File: src/rtl/core/lc3d_pkg.sv
// lc3d_pkg: opcode codes, control field codes and the decoded control record
// shared by the lc3 instruction decoder modules
// no dependencies
package lc3d_pkg;

  localparam int unsigned OutW  = 56;

  typedef enum logic [3:0] {
    OPC_BR   = 4'd0,
    OPC_ADD  = 4'd1,
    OPC_LD   = 4'd2,
    OPC_ST   = 4'd3,
    OPC_JSR  = 4'd4,
    OPC_AND  = 4'd5,
    OPC_LDR  = 4'd6,
    OPC_STR  = 4'd7,
    OPC_RTI  = 4'd8,
    OPC_NOT  = 4'd9,
    OPC_LDI  = 4'd10,
    OPC_STI  = 4'd11,
    OPC_JMP  = 4'd12,
    OPC_RES  = 4'd13,
    OPC_LEA  = 4'd14,
    OPC_TRAP = 4'd15
  } opcode_t;

  localparam logic [1:0] ALU_PASS = 2'd0;
  localparam logic [1:0] ALU_ADD  = 2'd1;
  localparam logic [1:0] ALU_AND  = 2'd2;
  localparam logic [1:0] ALU_NOT  = 2'd3;

  localparam logic [1:0] SEL_A_PC  = 2'b01;
  localparam logic [1:0] SEL_B_IMM = 2'b10;

  localparam logic [2:0] FMT_NONE  = 3'd0;
  localparam logic [2:0] FMT_IMM5  = 3'd1;
  localparam logic [2:0] FMT_OFF6  = 3'd2;
  localparam logic [2:0] FMT_OFF9  = 3'd3;
  localparam logic [2:0] FMT_OFF11 = 3'd4;

  localparam logic [1:0] PCU_SEQ  = 2'd0;
  localparam logic [1:0] PCU_BR   = 2'd1;
  localparam logic [1:0] PCU_CALL = 2'd2;
  localparam logic [1:0] PCU_JUMP = 2'd3;

  localparam logic [1:0] WB_ALU = 2'd0;
  localparam logic [1:0] WB_MEM = 2'd1;
  localparam logic [1:0] WB_PC  = 2'd2;

  localparam logic [3:0] EN_REG = 4'b0001;
  localparam logic [3:0] EN_MRD = 4'b0010;
  localparam logic [3:0] EN_MWR = 4'b0100;
  localparam logic [3:0] EN_CC  = 4'b1000;

  localparam logic [7:0] HALT_VECTOR = 8'h25;
  localparam logic [2:0] LINK_REG    = 3'd7;

  typedef struct packed {
    logic [2:0]  use_flags;
    logic [2:0]  br_nzp;
    logic [15:0] immediate;
    logic [8:0]  register_numbers;
    logic [3:0]  enables;
    logic [1:0]  writeback_source;
    logic [1:0]  pc_update;
    logic [2:0]  imm_format;
    logic [1:0]  operand_select;
    logic [1:0]  alu_op;
    logic [3:0]  opcode;
  } ctrl_t;

endpackage

File: src/rtl/core/lc3_instruction_decoder.sv
// lc3_instruction_decoder: top level, input register, decode logic, result register
// depends on lc3d_pkg and lc3d_decode
//
// usage:
//   in channel carries one 16-bit instruction word per transfer on in_tdata.
//   out channel carries the decoded controls on out_tdata, one result per
//   instruction, in order.
//   an instruction is registered on transfer, decoded by the combinational
//   decode logic and captured in the result register; out_tvalid rises when
//   the result register is loaded, and the result leaves on out_tready high.
//   throughput is one instruction per cycle, set by the two register stages
//   that both advance every cycle while out_tready is high.
//   when the receiver stalls, the result register holds, the input register
//   fills, and in_tready drops once both hold an item; no item is lost.
//   in_tready depends combinationally on out_tready through the stage enable.
//   reset (rst_n low, synchronous) empties both stages; no result is pending
//   afterwards. the block has no other state.
module lc3_instruction_decoder (
  input  logic        clk,
  input  logic        rst_n,
  input  logic        in_tvalid,
  output logic        in_tready,
  input  logic [15:0] in_tdata,   // [15:0] instruction
  output logic        out_tvalid,
  input  logic        out_tready,
  output logic [55:0] out_tdata   // [3:0] opcode, [5:4] alu_op, [7:6] operand_select,
                                  // [10:8] imm_format, [12:11] pc_update,
                                  // [14:13] writeback_source, [18:15] enables,
                                  // [27:19] register_numbers, [43:28] immediate,
                                  // [46:44] br_nzp, [49:47] use_flags,
                                  // [55:50] zero
);

  logic            s1_valid_r;
  logic [15:0]     ins_r;
  logic            out_valid_r;
  lc3d_pkg::ctrl_t ctrl_r;
  lc3d_pkg::ctrl_t ctrl_nxt;
  logic            out_adv;
  logic            s1_adv;

  assign out_adv   = !out_valid_r || out_tready;
  assign s1_adv    = !s1_valid_r || out_adv;
  assign in_tready = s1_adv;

  lc3d_decode u_decode (
    .ins  (ins_r),
    .ctrl (ctrl_nxt)
  );

  always_ff @(posedge clk) begin
    if (!rst_n) begin
      s1_valid_r  <= 1'b0;
      out_valid_r <= 1'b0;
    end else begin
      if (s1_adv) begin
        s1_valid_r <= in_tvalid;
      end
      if (out_adv) begin
        out_valid_r <= s1_valid_r;
      end
    end
  end

  always_ff @(posedge clk) begin
    if (s1_adv && in_tvalid) begin
      ins_r <= in_tdata;
    end
    if (out_adv && s1_valid_r) begin
      ctrl_r <= ctrl_nxt;
    end
  end

  assign out_tvalid = out_valid_r;
  assign out_tdata  = {{(lc3d_pkg::OutW - $bits(lc3d_pkg::ctrl_t)){1'b0}}, ctrl_r};

`ifndef SYNTHESIS
  a_halt_only_trap: assert property (@(posedge clk) disable iff (!rst_n)
    out_valid_r && ctrl_r.use_flags[2] |-> ctrl_r.opcode == lc3d_pkg::OPC_TRAP)
    else $error("halt raised for a non-trap opcode");

  a_no_imm_without_fmt: assert property (@(posedge clk) disable iff (!rst_n)
    out_valid_r && ctrl_r.imm_format == lc3d_pkg::FMT_NONE |-> ctrl_r.immediate == 16'd0)
    else $error("immediate present without a format");

  a_wr_excl: assert property (@(posedge clk) disable iff (!rst_n)
    out_valid_r |-> !(ctrl_r.enables[0] && ctrl_r.enables[2]))
    else $error("register write and memory write together");

  a_stage_move: assert property (@(posedge clk) disable iff (!rst_n)
    s1_valid_r && out_adv |=> out_valid_r)
    else $error("decoded item dropped between stages");

  a_stall_holds_s1: assert property (@(posedge clk) disable iff (!rst_n)
    s1_valid_r && !out_adv |=> s1_valid_r && $stable(ins_r))
    else $error("input register changed while stalled");
`endif

endmodule

File: src/rtl/core/lc3d_decode.sv
// lc3d_decode: combinational decode of one instruction word into controls
// depends on lc3d_pkg
module lc3d_decode (
  input  logic [15:0]    ins,
  output lc3d_pkg::ctrl_t ctrl
);

  function automatic logic [15:0] sext5(input logic [4:0] v);
    sext5 = {{11{v[4]}}, v};
  endfunction

  function automatic logic [15:0] sext6(input logic [5:0] v);
    sext6 = {{10{v[5]}}, v};
  endfunction

  function automatic logic [15:0] sext9(input logic [8:0] v);
    sext9 = {{7{v[8]}}, v};
  endfunction

  function automatic logic [15:0] sext11(input logic [10:0] v);
    sext11 = {{5{v[10]}}, v};
  endfunction

  lc3d_pkg::opcode_t op;
  logic [2:0] r96;
  logic [2:0] r63;
  logic [2:0] s1;
  logic [2:0] s2;
  logic [2:0] dst;
  logic       u1;
  logic       u2;
  logic       halt;

  assign op  = lc3d_pkg::opcode_t'(ins[15:12]);
  assign r96 = ins[11:9];
  assign r63 = ins[8:6];

  always_comb begin
    ctrl = '0;
    s1   = '0;
    s2   = '0;
    dst  = '0;
    u1   = 1'b0;
    u2   = 1'b0;
    halt = 1'b0;
    ctrl.opcode = ins[15:12];
    unique case (op)
      lc3d_pkg::OPC_BR: begin
        ctrl.immediate      = sext9(ins[8:0]);
        ctrl.br_nzp         = r96;
        ctrl.alu_op         = lc3d_pkg::ALU_ADD;
        ctrl.operand_select = lc3d_pkg::SEL_A_PC | lc3d_pkg::SEL_B_IMM;
        ctrl.imm_format     = lc3d_pkg::FMT_OFF9;
        ctrl.pc_update      = lc3d_pkg::PCU_BR;
      end
      lc3d_pkg::OPC_ADD, lc3d_pkg::OPC_AND: begin
        s1  = r63;
        dst = r96;
        u1  = 1'b1;
        if (ins[5]) begin
          ctrl.immediate      = sext5(ins[4:0]);
          ctrl.imm_format     = lc3d_pkg::FMT_IMM5;
          ctrl.operand_select = lc3d_pkg::SEL_B_IMM;
        end else begin
          s2 = ins[2:0];
          u2 = 1'b1;
        end
        ctrl.alu_op  = (op == lc3d_pkg::OPC_ADD) ? lc3d_pkg::ALU_ADD : lc3d_pkg::ALU_AND;
        ctrl.enables = lc3d_pkg::EN_REG | lc3d_pkg::EN_CC;
      end
      lc3d_pkg::OPC_LD: begin
        dst                   = r96;
        ctrl.immediate        = sext9(ins[8:0]);
        ctrl.alu_op           = lc3d_pkg::ALU_ADD;
        ctrl.operand_select   = lc3d_pkg::SEL_A_PC | lc3d_pkg::SEL_B_IMM;
        ctrl.imm_format       = lc3d_pkg::FMT_OFF9;
        ctrl.writeback_source = lc3d_pkg::WB_MEM;
        ctrl.enables          = lc3d_pkg::EN_REG | lc3d_pkg::EN_MRD | lc3d_pkg::EN_CC;
      end
      lc3d_pkg::OPC_ST: begin
        s2                  = r96;
        u2                  = 1'b1;
        ctrl.immediate      = sext9(ins[8:0]);
        ctrl.alu_op         = lc3d_pkg::ALU_ADD;
        ctrl.operand_select = lc3d_pkg::SEL_A_PC | lc3d_pkg::SEL_B_IMM;
        ctrl.imm_format     = lc3d_pkg::FMT_OFF9;
        ctrl.enables        = lc3d_pkg::EN_MWR;
      end
      lc3d_pkg::OPC_LDR: begin
        s1                    = r63;
        dst                   = r96;
        u1                    = 1'b1;
        ctrl.immediate        = sext6(ins[5:0]);
        ctrl.alu_op           = lc3d_pkg::ALU_ADD;
        ctrl.operand_select   = lc3d_pkg::SEL_B_IMM;
        ctrl.imm_format       = lc3d_pkg::FMT_OFF6;
        ctrl.writeback_source = lc3d_pkg::WB_MEM;
        ctrl.enables          = lc3d_pkg::EN_REG | lc3d_pkg::EN_MRD | lc3d_pkg::EN_CC;
      end
      lc3d_pkg::OPC_STR: begin
        s1                  = r63;
        s2                  = r96;
        u1                  = 1'b1;
        u2                  = 1'b1;
        ctrl.immediate      = sext6(ins[5:0]);
        ctrl.alu_op         = lc3d_pkg::ALU_ADD;
        ctrl.operand_select = lc3d_pkg::SEL_B_IMM;
        ctrl.imm_format     = lc3d_pkg::FMT_OFF6;
        ctrl.enables        = lc3d_pkg::EN_MWR;
      end
      lc3d_pkg::OPC_NOT: begin
        s1           = r63;
        dst          = r96;
        u1           = 1'b1;
        ctrl.alu_op  = lc3d_pkg::ALU_NOT;
        ctrl.enables = lc3d_pkg::EN_REG | lc3d_pkg::EN_CC;
      end
      lc3d_pkg::OPC_JSR: begin
        dst                   = lc3d_pkg::LINK_REG;
        ctrl.pc_update        = lc3d_pkg::PCU_CALL;
        ctrl.writeback_source = lc3d_pkg::WB_PC;
        ctrl.enables          = lc3d_pkg::EN_REG;
        if (ins[11]) begin
          ctrl.immediate      = sext11(ins[10:0]);
          ctrl.alu_op         = lc3d_pkg::ALU_ADD;
          ctrl.operand_select = lc3d_pkg::SEL_A_PC | lc3d_pkg::SEL_B_IMM;
          ctrl.imm_format     = lc3d_pkg::FMT_OFF11;
        end else begin
          s1 = r63;
          u1 = 1'b1;
        end
      end
      lc3d_pkg::OPC_JMP: begin
        s1             = r63;
        u1             = 1'b1;
        ctrl.pc_update = lc3d_pkg::PCU_JUMP;
      end
      lc3d_pkg::OPC_LEA: begin
        dst                 = r96;
        ctrl.immediate      = sext9(ins[8:0]);
        ctrl.alu_op         = lc3d_pkg::ALU_ADD;
        ctrl.operand_select = lc3d_pkg::SEL_A_PC | lc3d_pkg::SEL_B_IMM;
        ctrl.imm_format     = lc3d_pkg::FMT_OFF9;
        ctrl.enables        = lc3d_pkg::EN_REG | lc3d_pkg::EN_CC;
      end
      lc3d_pkg::OPC_TRAP: begin
        halt = (ins[7:0] == lc3d_pkg::HALT_VECTOR);
      end
      default: begin
      end
    endcase
    ctrl.register_numbers = {dst, s2, s1};
    ctrl.use_flags        = {halt, u2, u1};
  end

endmodule

File: config.mk
export PLATFORM = sky130hd
export DESIGN_NAME = lc3_instruction_decoder
export DESIGN_NICKNAME = d
export VERILOG_FILES = /design/src/rtl/core/lc3d_pkg.sv /design/src/rtl/core/lc3_instruction_decoder.sv /design/src/rtl/core/lc3d_decode.sv
export SDC_FILE = /design/constraint.sdc
export NUM_CORES = 1
export LEC_CHECK = 0
export ABC_CLOCK_PERIOD_IN_PS = 8800
export BUFFER_PORTS_ARGS = -buffer_cell sky130_fd_sc_hd__buf_4
export CAP_MARGIN = 20
export CORE_ASPECT_RATIO = 0.9
export CORE_MARGIN = 4
export CORE_UTILIZATION = 55
export DETAILED_ROUTE_END_ITERATION = 12
export PLACE_DENSITY = 0.91
export SYNTH_ARGS = -nofsm -noshare
export SYNTH_HDL_FRONTEND = slang
export SYNTH_HIERARCHICAL = 1
export SYNTH_SLANG_ARGS = --single-unit
File: constraint.sdc
create_clock -name clk -period 8.8 [get_ports clk]
set_input_delay 1.76 -clock clk [delete_from_list [all_inputs] [get_ports clk]]
set_output_delay 1.76 -clock clk [all_outputs]
set_load 0.05 [all_outputs]
[Yosys cells after proc, flatten, opt, wreduce, memory -nomap -nowiden]
Cells that the tools add are included.
W data, S select, Z words.
Operators by class
  equal/unequal tests: 12
  mux-type cells: 20
  reduce and logical (&&, ||, !) cells: 16
Operators by type and width (number)
  $pmux W16 S4: 1
  $mux W16: 2
  $pmux W5 S4: 1
  $pmux W3 S2: 3
  $reduce_or A6 Y1: 3
  $eq A4 B3 Y1 const B: 4
  $eq A4 B4 Y1 const B: 4
  $pmux W4 S4: 1
  $mux W3: 3
  $eq A4 B2 Y1 const B: 2
  $eq A8 B6 Y1 const B: 1
  $pmux W2 S4: 1
  $reduce_or A2 Y1: 4
  $reduce_or A4 Y1: 2
  $mux W7: 1
  $pmux W2 S3: 1
  $eq A4 B1 Y1 const B: 1
  $logic_not A4 Y1: 1
  $pmux W1 S2: 2
  $pmux W2 S2: 1
  $logic_and A1 B1 Y1: 2
  $logic_not A1 Y1: 2
  $logic_or A1 B1 Y1: 2
  $mux W1: 2
  $mux W2: 1
Storage, ports and cells
  flip-flop bits (word level): 68

[Longest topological paths before layout]
Gate-level depths: netlist of the first run.
  depth in word-level cells: 4
  gate-level depth with buffers: 7

[Modules after synthesis]
Netlist of the first run, hierarchy kept.
By module, submodules not included
  lc3_instruction_decoder: times used 1, area an instance 2134.5 um^2, cells an instance 82
  lc3d_decode: times used 1, area an instance 641.9 um^2, cells an instance 101

[Worst setup path after synthesis of the first run]
Ideal clock, no wire load.
  path kind: input -> register
  start point: input port out_tready
  end point: register ctrl_r, in the netlist out_tdata[0], enable pin
  setup slack: 4318 ps
  arrival time: 4019 ps
  path buffers: 0
  stages: 2
  library setup time: 463 ps
  cell sequence: nor2b_4 -> nor2b_1
On the way
  longest elaborated chain between the ends: 2
RTL lines
  start: declaration: RTL line lc3_instruction_decoder.sv:25  | input logic out_tready,
  $logic_or A1 B1 Y1: RTL line lc3_instruction_decoder.sv:42  | assign out_adv = !out_valid_r || out_tready;
  $logic_and A1 B1 Y1: RTL line lc3_instruction_decoder.sv:69  | if (out_adv && s1_valid_r) begin
  end signal: assignment: RTL line lc3_instruction_decoder.sv:70  | ctrl_r <= ctrl_nxt;
  end: declaration: RTL line lc3_instruction_decoder.sv:37  | lc3d_pkg::ctrl_t ctrl_r;
No other way between the ends.
A chain may end at the register's enable or synchronous reset.

[Worst setup path in the final report of the first run]
  start point: input port out_tready
  end point: output port in_tready
On the way
  longest elaborated chain between the ends: 2
RTL lines
  $logic_or A1 B1 Y1: RTL line lc3_instruction_decoder.sv:42
  $logic_or A1 B1 Y1: RTL line lc3_instruction_decoder.sv:43  | assign s1_adv = !s1_valid_r || out_adv;
  end: declaration: RTL line lc3_instruction_decoder.sv:22  | output logic in_tready,
No other way between the ends.

==> key figures, run 1 <==
Finish
  • Post-route design area: 0.00341 mm2
  • Post-layout nets: 268
  • Share of post-route cells with drive strength above 1: 36.1%
  • Diodes inserted: 0
  • Fin cells: 317
  • Core Util, Final: 70.1%
  • Layout area overhead: 22.8%
  • Fill cells: 358
  • Register Area: 0.00202 mm2
  • Area of the multi-input gates: 596 um2

Route
  • DRT iter0 DRCs: 170
  • Final WL: 4780 um
  • Drt wl/cell: 15.1 um
  • DRC errors left: 0
  • TritonRoute pass-1 iters: 5
  • Detailed-route via count: 1,621
  • DR vias/cell: 5.11
  • ANT nets after route: 0

Timing
  • Layout Skew: 5.17 ps
  • Worst-margin pin slew: 761 ps
  • Unrepaired setup endpoints after global routing: false
  • Slew HR: 49.3%
  • Slew Limit Fails: 0
  • Setup Total Neg Slack: 0 ps
  • Fin crit share: 45.3%
  • Final worst path period need: 3990 ps
  • Hold Vio Cnt, Final: 0
  • Max Fclk: 251 MHz
  • Setup violators final: 0

Pwr
  • Leakage: 1.40 nW
  • Switch Pwr: 0.000184 W
  • Worst VDD drop: 0.114 mV
  • Total power: 0.000693 W
  • Seq pwr share: 56.4%
  • Combinational share of power: 15.3%
  • Sw Share: 26.6%
  • Clock Power Share: 28.3%
  • Power density over the cells: 203 mW/mm2
  • Internal power: 0.000508 W

Run status
  • Status: finished, final reports clean

Yosys
  • Area of the mapped netlist: 0.00278 mm2
  • Leading area contributor after synthesis: edfxtp_1
  • Number of synthesized flops with an enable pin: 66
  • Top-area cell type share of the netlist area: 71.4%
  • Post-synthesis area per instance: 15.2 um2
  • Register area share after synthesis: 72.8%
  • Main synth FF type: edfxtp_1
  • Yosys reg bits: 68
  • Distinct cells, synth: 38
  • Largest cells by area after synthesis: edfxtp_1 (71%), buf_4 (5.4%), and2_1 (2.0%), a21oi_1 (1.6%), a21o_1 (1.6%)
  • Warnings from Yosys: 6
  • Asr flop ratio synth: 0%
  • Mapped Cells: 183

Critical path
  • Crit path capture type: output port
  • Critical Path Source Type: input port
  • Critical Path RT: 7040 ps
  • Crit path max-delay cell type: buf_4
  • Critical path arrival: 2230 ps
  • Top delay family on crit path: buffers and inverters
  • Worst path cell trace: buf_4 > nand3b_4 > buf_4
  • CP most frequent cell: buf_4
  • Peak fanout along the critical path: 2
  • CP Buf/Inv Count: 2
  • Crit-path max cell delay: 200 ps
  • WS Path Type: input port to output port

Global route
  • Met1 Usage GRT: 18.1%
  • Antenna violations before repair: 0
  • Largest net degree at the start of global routing: 51
  • First-pass GRT wire length: 7580 um
  • GRT busiest layer: met2
  • Total global routing track utilization: 16.5%
  • Grt ovf: 0
  • M3 GR Usage: 7.24%
  • GRT met2 Usage: 27.8%
  • Vias in the first global route: 1,539

Clock network
  • Clk sinks: 68
  • Clock Path Buffers: 2
  • # resized after CTS: 0
  • TritonCTS clock tree: built
  • CTS Hold Bufs: 0
  • Inserted Clock Buffers: 9
  • H-tree Lvls: 3
  • Post-CTS Setup Repair Bufs: 0
  • Worst-path clk slew: 60 ps
  • Clk_lat worst skew: 330 ps
  • Clock root buffer master: clkbuf_8

Placement
  • Dpl hpwl: 3380 um
  • Placer congestion estimate: 0.817
  • Placed cell count: 302
  • I/O Buffers: 71
  • Placed cell area: 0.00326 mm2

Run
  • Max-cap violations: 0

Die
  • # IOs: 78
  • Core area: 0.00486 mm2
  • Starting density of the core: 57.1%
  • Die Span X: 82.9 um
  • Die ar.: 0.00625 mm2
  • Rows: 24
  • Die height: 75.4 um

Hold path
  • Hold Crit Class: flip-flop to flip-flop
==> synthesized netlist by cell type (2+ instances only) <==
cell and n:
nor2b_1 2, nor3_1 5, buf_2 4, xor2_1 2, nor4_1 2, edfxtp_1 66
nand2_1 7, buf_4 20, a22oi_1 3, o21ai_0 3, nor4bb_1 2, a21oi_1 9
inv_1 4, nor2_1 9, and2_1 9, a21o_1 6, and3_1 6, dfxtp_1 2
nand2b_1 3
==> path summary, 6_finish.rpt <==
path	startpoint	to	slack (ps)	cells after the start
worst min-delay path	out_tvalid$_SDFFE_PN0P_	s1_valid_r$_SDFFE_PN0P_	560	2
worst max register to register	ins_r[13]$_DFFE_PP_	out_tdata[35]$_DFFE_PP_	6780	4
worst min register to register	out_tvalid$_SDFFE_PN0P_	s1_valid_r$_SDFFE_PN0P_	560	2
worst max-delay path	out_tready	in_tready	4810	3
==> registers in the layout, indices dropped and copies added, names as in the netlist <==
name        flops
out_tdata      50
ins_r          16
s1_valid_r      1
out_tvalid      1
==> final cells by class <==
cell class                      instances  area share [%]
Clock buffer                           11            3.85
Multi-Input combinational cell         92            17.5
Sequential cell                        68            59.3
Clock inverter                          4           0.514
Tap cell                               65            2.38
Timing Repair Buffer                   73            16.1
Inverter                                4           0.440
==> tightest hold or removal path: stages (launching register included) <==
cell      delay, ps
dfxtp_1         350
nand3b_4         90
a21boi_1         70
==> layout by cell type, fill, tap and decap left out, drive strengths merged, types with 2 or more instances in the layout <==
cell,synthesis,layout
inv,4,4
xor2,2,2
nand2b,3,3
nor4bb,2,2
nor4,2,2
nand2,7,7
clkinv,0,4
nor2,9,9
nand3b,2,2
nor3,5,5
nor2b,3,3
a21o,6,6
edfxtp,66,66
dfxtp,2,2
and2,9,9
and3,6,6
o21ai,3,3
a21oi,9,9
a22oi,3,3
buf,24,73
conb,1,6
clkbuf,0,11
==> logic make-up after synthesis <==
| kind of cell | synth area share (%) |
|---|---|
| simple gates | 13.2 |
| compound gates | 6.26 |
| flops | 72.8 |
| other cells | 0.135 |
| buf+inv | 6.67 |
| xor+xnor | 0.947 |
==> routing by layer <==
layer | wire, um | vias to the layer above | share of wire, %
met5 | 0 | - | 0
met3 | 410 | 4 | 8.6
li1 | - | 785 | -
met4 | 48 | 0 | 1.0
met2 | 2500 | 77 | 52
met1 | 1820 | 755 | 38
==> power groups by stage <==
stage | clock network (W) | logic [W] | registers (W)
after detailed placement | 0 | 0.000106 | 0.000398
final | 0.000196 | 0.000106 | 0.000391
after global placement | 0 | 0.000104 | 0.000397
after CTS | 0.000204 | 0.000106 | 0.000391
after floorplan | 0 | 0.0000399 | 0.000437
after global routing | 0.000223 | 0.000112 | 0.000393
==> through the flow <==
stage | setup slack (ps) | hold WS [ps]
final | 4810 | 555
after floorplan | 4320 | 527
after global placement | 4820 | 513
after detailed placement | 4810 | 554
after CTS | 4810 | 567
after global routing | 4790 | 582
(Power assumes the default switching activity.)
==> run 2: changes to the inputs <==
Settings changed: ABC_AREA set to 1, ABC_CLOCK_PERIOD_IN_PS 8800 to 3800, CORE_UTILIZATION 55 to 52, PLACE_DENSITY 0.91 to 0.86.
Clock period 8.8 ns to 3.8 ns, I/O delays scaled along.
==> key figures, run 2 <==
Critical path
  • FF-to-FF End: out_tdata[39]$_DFFE_PP_ (was out_tdata[35]$_DFFE_PP_)
  • Critical Path Source Type: input port (unchanged)
  • Worst R2R Path Depth: 5 (was 4)
  • Crit-path max cell delay: 210 ps (was 200 ps)
  • WS Path Type: input port to output port (unchanged)
  • Top delay family on crit path: buffers and inverters (unchanged)
  • CP most frequent cell: buf_4 (unchanged)
  • Worst path cell trace: buf_4 > inv_1 > nand3_2 > buf_4 (was buf_4 > nand3b_4 > buf_4)
  • Worst R2R Setup Slack: 2160 ps (was 6780 ps)
  • Critical Path Sink: in_tready (unchanged)
  • Crit path max-delay cell type: buf_4 (unchanged)
  • Critical Path Start: out_tready (unchanged)
  • Critical Path RT: 3040 ps (was 7040 ps)
  • Critical R2R Launch: ins_r[15]$_DFFE_PP_ (was ins_r[13]$_DFFE_PP_)
  • Peak fanout along the critical path: 3 (was 2)
  • Crit path capture type: output port (unchanged)
  • Critical path arrival: 1320 ps (was 2230 ps)
  • Critical path depth: 4 (was 3)
  • CP Buf/Inv Count: 3 (was 2)

Timing
  • Slew Limit Fails: 0 (unchanged)
  • Unrepaired setup endpoints after global routing: false (unchanged)
  • Hold slack: 507 ps (was 555 ps)
  • Worst-margin pin slew: 626 ps (was 761 ps)
  • Final worst path period need: 2080 ps
  • Slew HR: 58.2% (was 49.3%)
  • Setup violators final: 0 (unchanged)
  • Layout Skew: 4.39 ps (was 5.17 ps)
  • Fin crit share: 54.8%
  • Setup Total Neg Slack: 0 ps (unchanged)
  • Hold Vio Cnt, Final: 0 (unchanged)
  • Max Fclk: 481 MHz

Clock network
  • # resized after CTS: 0 (unchanged)
  • Inserted Clock Buffers: 9 (unchanged)
  • CTS Hold Bufs: 0 (unchanged)
  • TritonCTS clock tree: built (unchanged)
  • H-tree Lvls: 3 (unchanged)
  • Clk sinks: 68 (unchanged)
  • Clk_lat worst skew: 330 ps (about the same)
  • Post-CTS Setup Repair Bufs: 0 (unchanged)
  • Clock root buffer master: clkbuf_8 (unchanged)
  • Worst-path clk slew: 60 ps (about the same)
  • Clock Path Buffers: 2 (unchanged)

Finish
  • Core Util, Final: 67.2% (was 70.1%)
  • Layout area overhead: 24.1% (was 22.8%)
  • Largest register FFs: 50 (unchanged)
  • Fin cells: 378 (was 317)
  • Post-layout nets: 326 (was 268)
  • Most frequent cells in the layout: buf_4 (72), edfxtp_1 (66), nand2_1 (48) (was buf_4 (73), edfxtp_1 (66))
  • Share of post-route cells with drive strength above 1: 31.2% (was 36.1%)
  • Commonest non-fill, non-tap cell in the layout: buf_4 (unchanged)
  • Diodes inserted: 0 (unchanged)

Die
  • Rows: 25 (was 24)
  • Die Span X: 86.2 um (was 82.9 um)
  • Core area: 0.00529 mm2 (was 0.00486 mm2)
  • Starting density of the core: 54.1% (was 57.1%)
  • Die height: 78.4 um (was 75.4 um)
  • Die ar.: 0.00676 mm2 (was 0.00625 mm2)
  • # IOs: 78 (unchanged)

Yosys
  • Yosys reg bits: 68 (unchanged)
  • Distinct cells, synth: 24 (was 38)
  • Top-count cell post-synth: edfxtp_1 (unchanged)
  • Warnings from Yosys: 6 (unchanged)
  • Area of the mapped netlist: 0.00286 mm2 (was 0.00278 mm2)
  • Register area share after synthesis: 70.7% (was 72.8%)
  • Leading area contributor after synthesis: edfxtp_1 (unchanged)
  • Post-synthesis area per instance: 11.9 um2 (was 15.2 um2)
  • Asr flop ratio synth: 0% (unchanged)
  • Number of synthesized flops with an enable pin: 66 (unchanged)
  • Top-area cell type share of the netlist area: 69.3% (was 71.4%)
  • Main synth FF type: edfxtp_1 (unchanged)
  • Largest cells by area after synthesis: edfxtp_1 (69%), nand2_1 (6.3%), nand3_1 (5.4%), buf_4 (4.7%), nor2_1 (3.9%) (was edfxtp_1 (71%), buf_4 (5.4%), and2_1 (2.0%), a21oi_1 (1.6%), a21o_1 (1.6%))
  • Top post-synthesis cells by count: edfxtp_1 (66), nand2_1 (48), nand3_1 (31) (was edfxtp_1 (66), buf_4 (20), a21oi_1 (9), and2_1 (9), nor2_1 (9))
  • Mapped Cells: 240 (was 183)

Placement
  • Dpl hpwl: 3710 um (was 3380 um)
  • Placed cell count: 362 (was 302)
  • Placer congestion estimate: 0.871 (was 0.817)
  • I/O Buffers: 71 (unchanged)

Pwr
  • Leakage: 1.55 nW (was 1.40 nW)
  • Power density over the cells: 489 mW/mm2 (was 203 mW/mm2)
  • Worst VDD drop: 0.262 mV (was 0.114 mV)

Global route
  • Antenna violations before repair: 0 (unchanged)
  • Total global routing track utilization: 15.5% (was 16.5%)
  • Grt ovf: 0 (unchanged)
  • First-pass GRT wire length: 7780 um (was 7580 um)
  • Largest net degree at the start of global routing: 51 (unchanged)
  • Vias in the first global route: 1,718 (was 1,539)

Route
  • DRT iter0 DRCs: 195 (was 170)
  • TritonRoute pass-1 iters: 7 (was 5)
  • DR vias/cell: 4.97 (was 5.11)
  • DRC errors left: 0 (unchanged)
  • Drt wl/cell: 13.6 um (was 15.1 um)
  • ANT nets after route: 0 (unchanged)
  • Detailed-route via count: 1,878 (was 1,621)
  • Final WL: 5150 um (was 4780 um)

Run status
  • Status: finished, final reports clean (unchanged)

Hold path
  • Hold Crit Depth: 2 (unchanged)
  • Hold Crit Class: flip-flop to flip-flop (unchanged)

Run
  • Max-cap violations: 0 (unchanged)
## run 2: routing by layer
metal	share of wire [%]	track usage, %	up-vias
li1	-	-	930
met2	50	25.4	76
met3	9.6	5.56	8
met4	1.8	10.3	0
met1	39	16.9	864
met5	0	0	-
## run 2: how the worst min path moves through the flow
stage / start / to / slack (ps)
after floorplan: s1_valid_r$_SDFFE_PN0P_ / out_tvalid$_SDFFE_PN0P_ / 460
after global placement: s1_valid_r$_SDFFE_PN0P_ / s1_valid_r$_SDFFE_PN0P_ / 490
after detailed placement: s1_valid_r$_SDFFE_PN0P_ / s1_valid_r$_SDFFE_PN0P_ / 500
after CTS: s1_valid_r$_SDFFE_PN0P_ / s1_valid_r$_SDFFE_PN0P_ / 510
after global routing: s1_valid_r$_SDFFE_PN0P_ / s1_valid_r$_SDFFE_PN0P_ / 530
final: s1_valid_r$_SDFFE_PN0P_ / s1_valid_r$_SDFFE_PN0P_ / 510
## run 2: cell families (layout without fill, tap and decap cells)
logic type / after synthesis / after routing / synth area share [%]
other cells: 1 / 6 / 0.131
buf+inv: 43 / 109 / 8.70
flops: 68 / 68 / 70.7
compound gates: 8 / 8 / 1.66
simple gates: 120 / 120 / 18.8
## run 2: final cells by class
| class | instances | area (um2) |
|---|---|---|
| sequential | 68 | 2020 |
| multi-input combinational | 134 | 621 |
| timing repair buffer | 72 | 541 |
| clock inverter | 6 | 78.8 |
| fill | 392 | 1730 |
| inverter | 21 | 78.8 |
| clock buffer | 10 | 128 |
| tap | 67 | 83.8 |
## run 2: worst min-delay path, cell delays in order (launching register included)
cell,delay (ps)
dfxtp_1,320
nand3_2,100
a21oi_2,50
## run 2: power by group
group          internal (W)  switching, W
Sequential         0.000872     0.0000233
Clock              0.000364      0.000242
Combinational     0.0000629      0.000172
Total               0.00130      0.000438
## run 2: metrics by stage
| stage | setup slack [ps] | total power [W] | area, um2 |
|---|---|---|---|
| 3_5_place_dp | 1720 | 0.00115 | 3350 |
| 6_report | 1720 | 0.00174 | 3550 |
| 3_3_place_gp | 1730 | 0.00114 | 3350 |
| 5_1_grt | 1660 | 0.00181 | 3550 |
| 4_1_cts | 1720 | 0.00176 | 3550 |
| 2_1_floorplan | 64.3 | 0.00109 | 2880 |
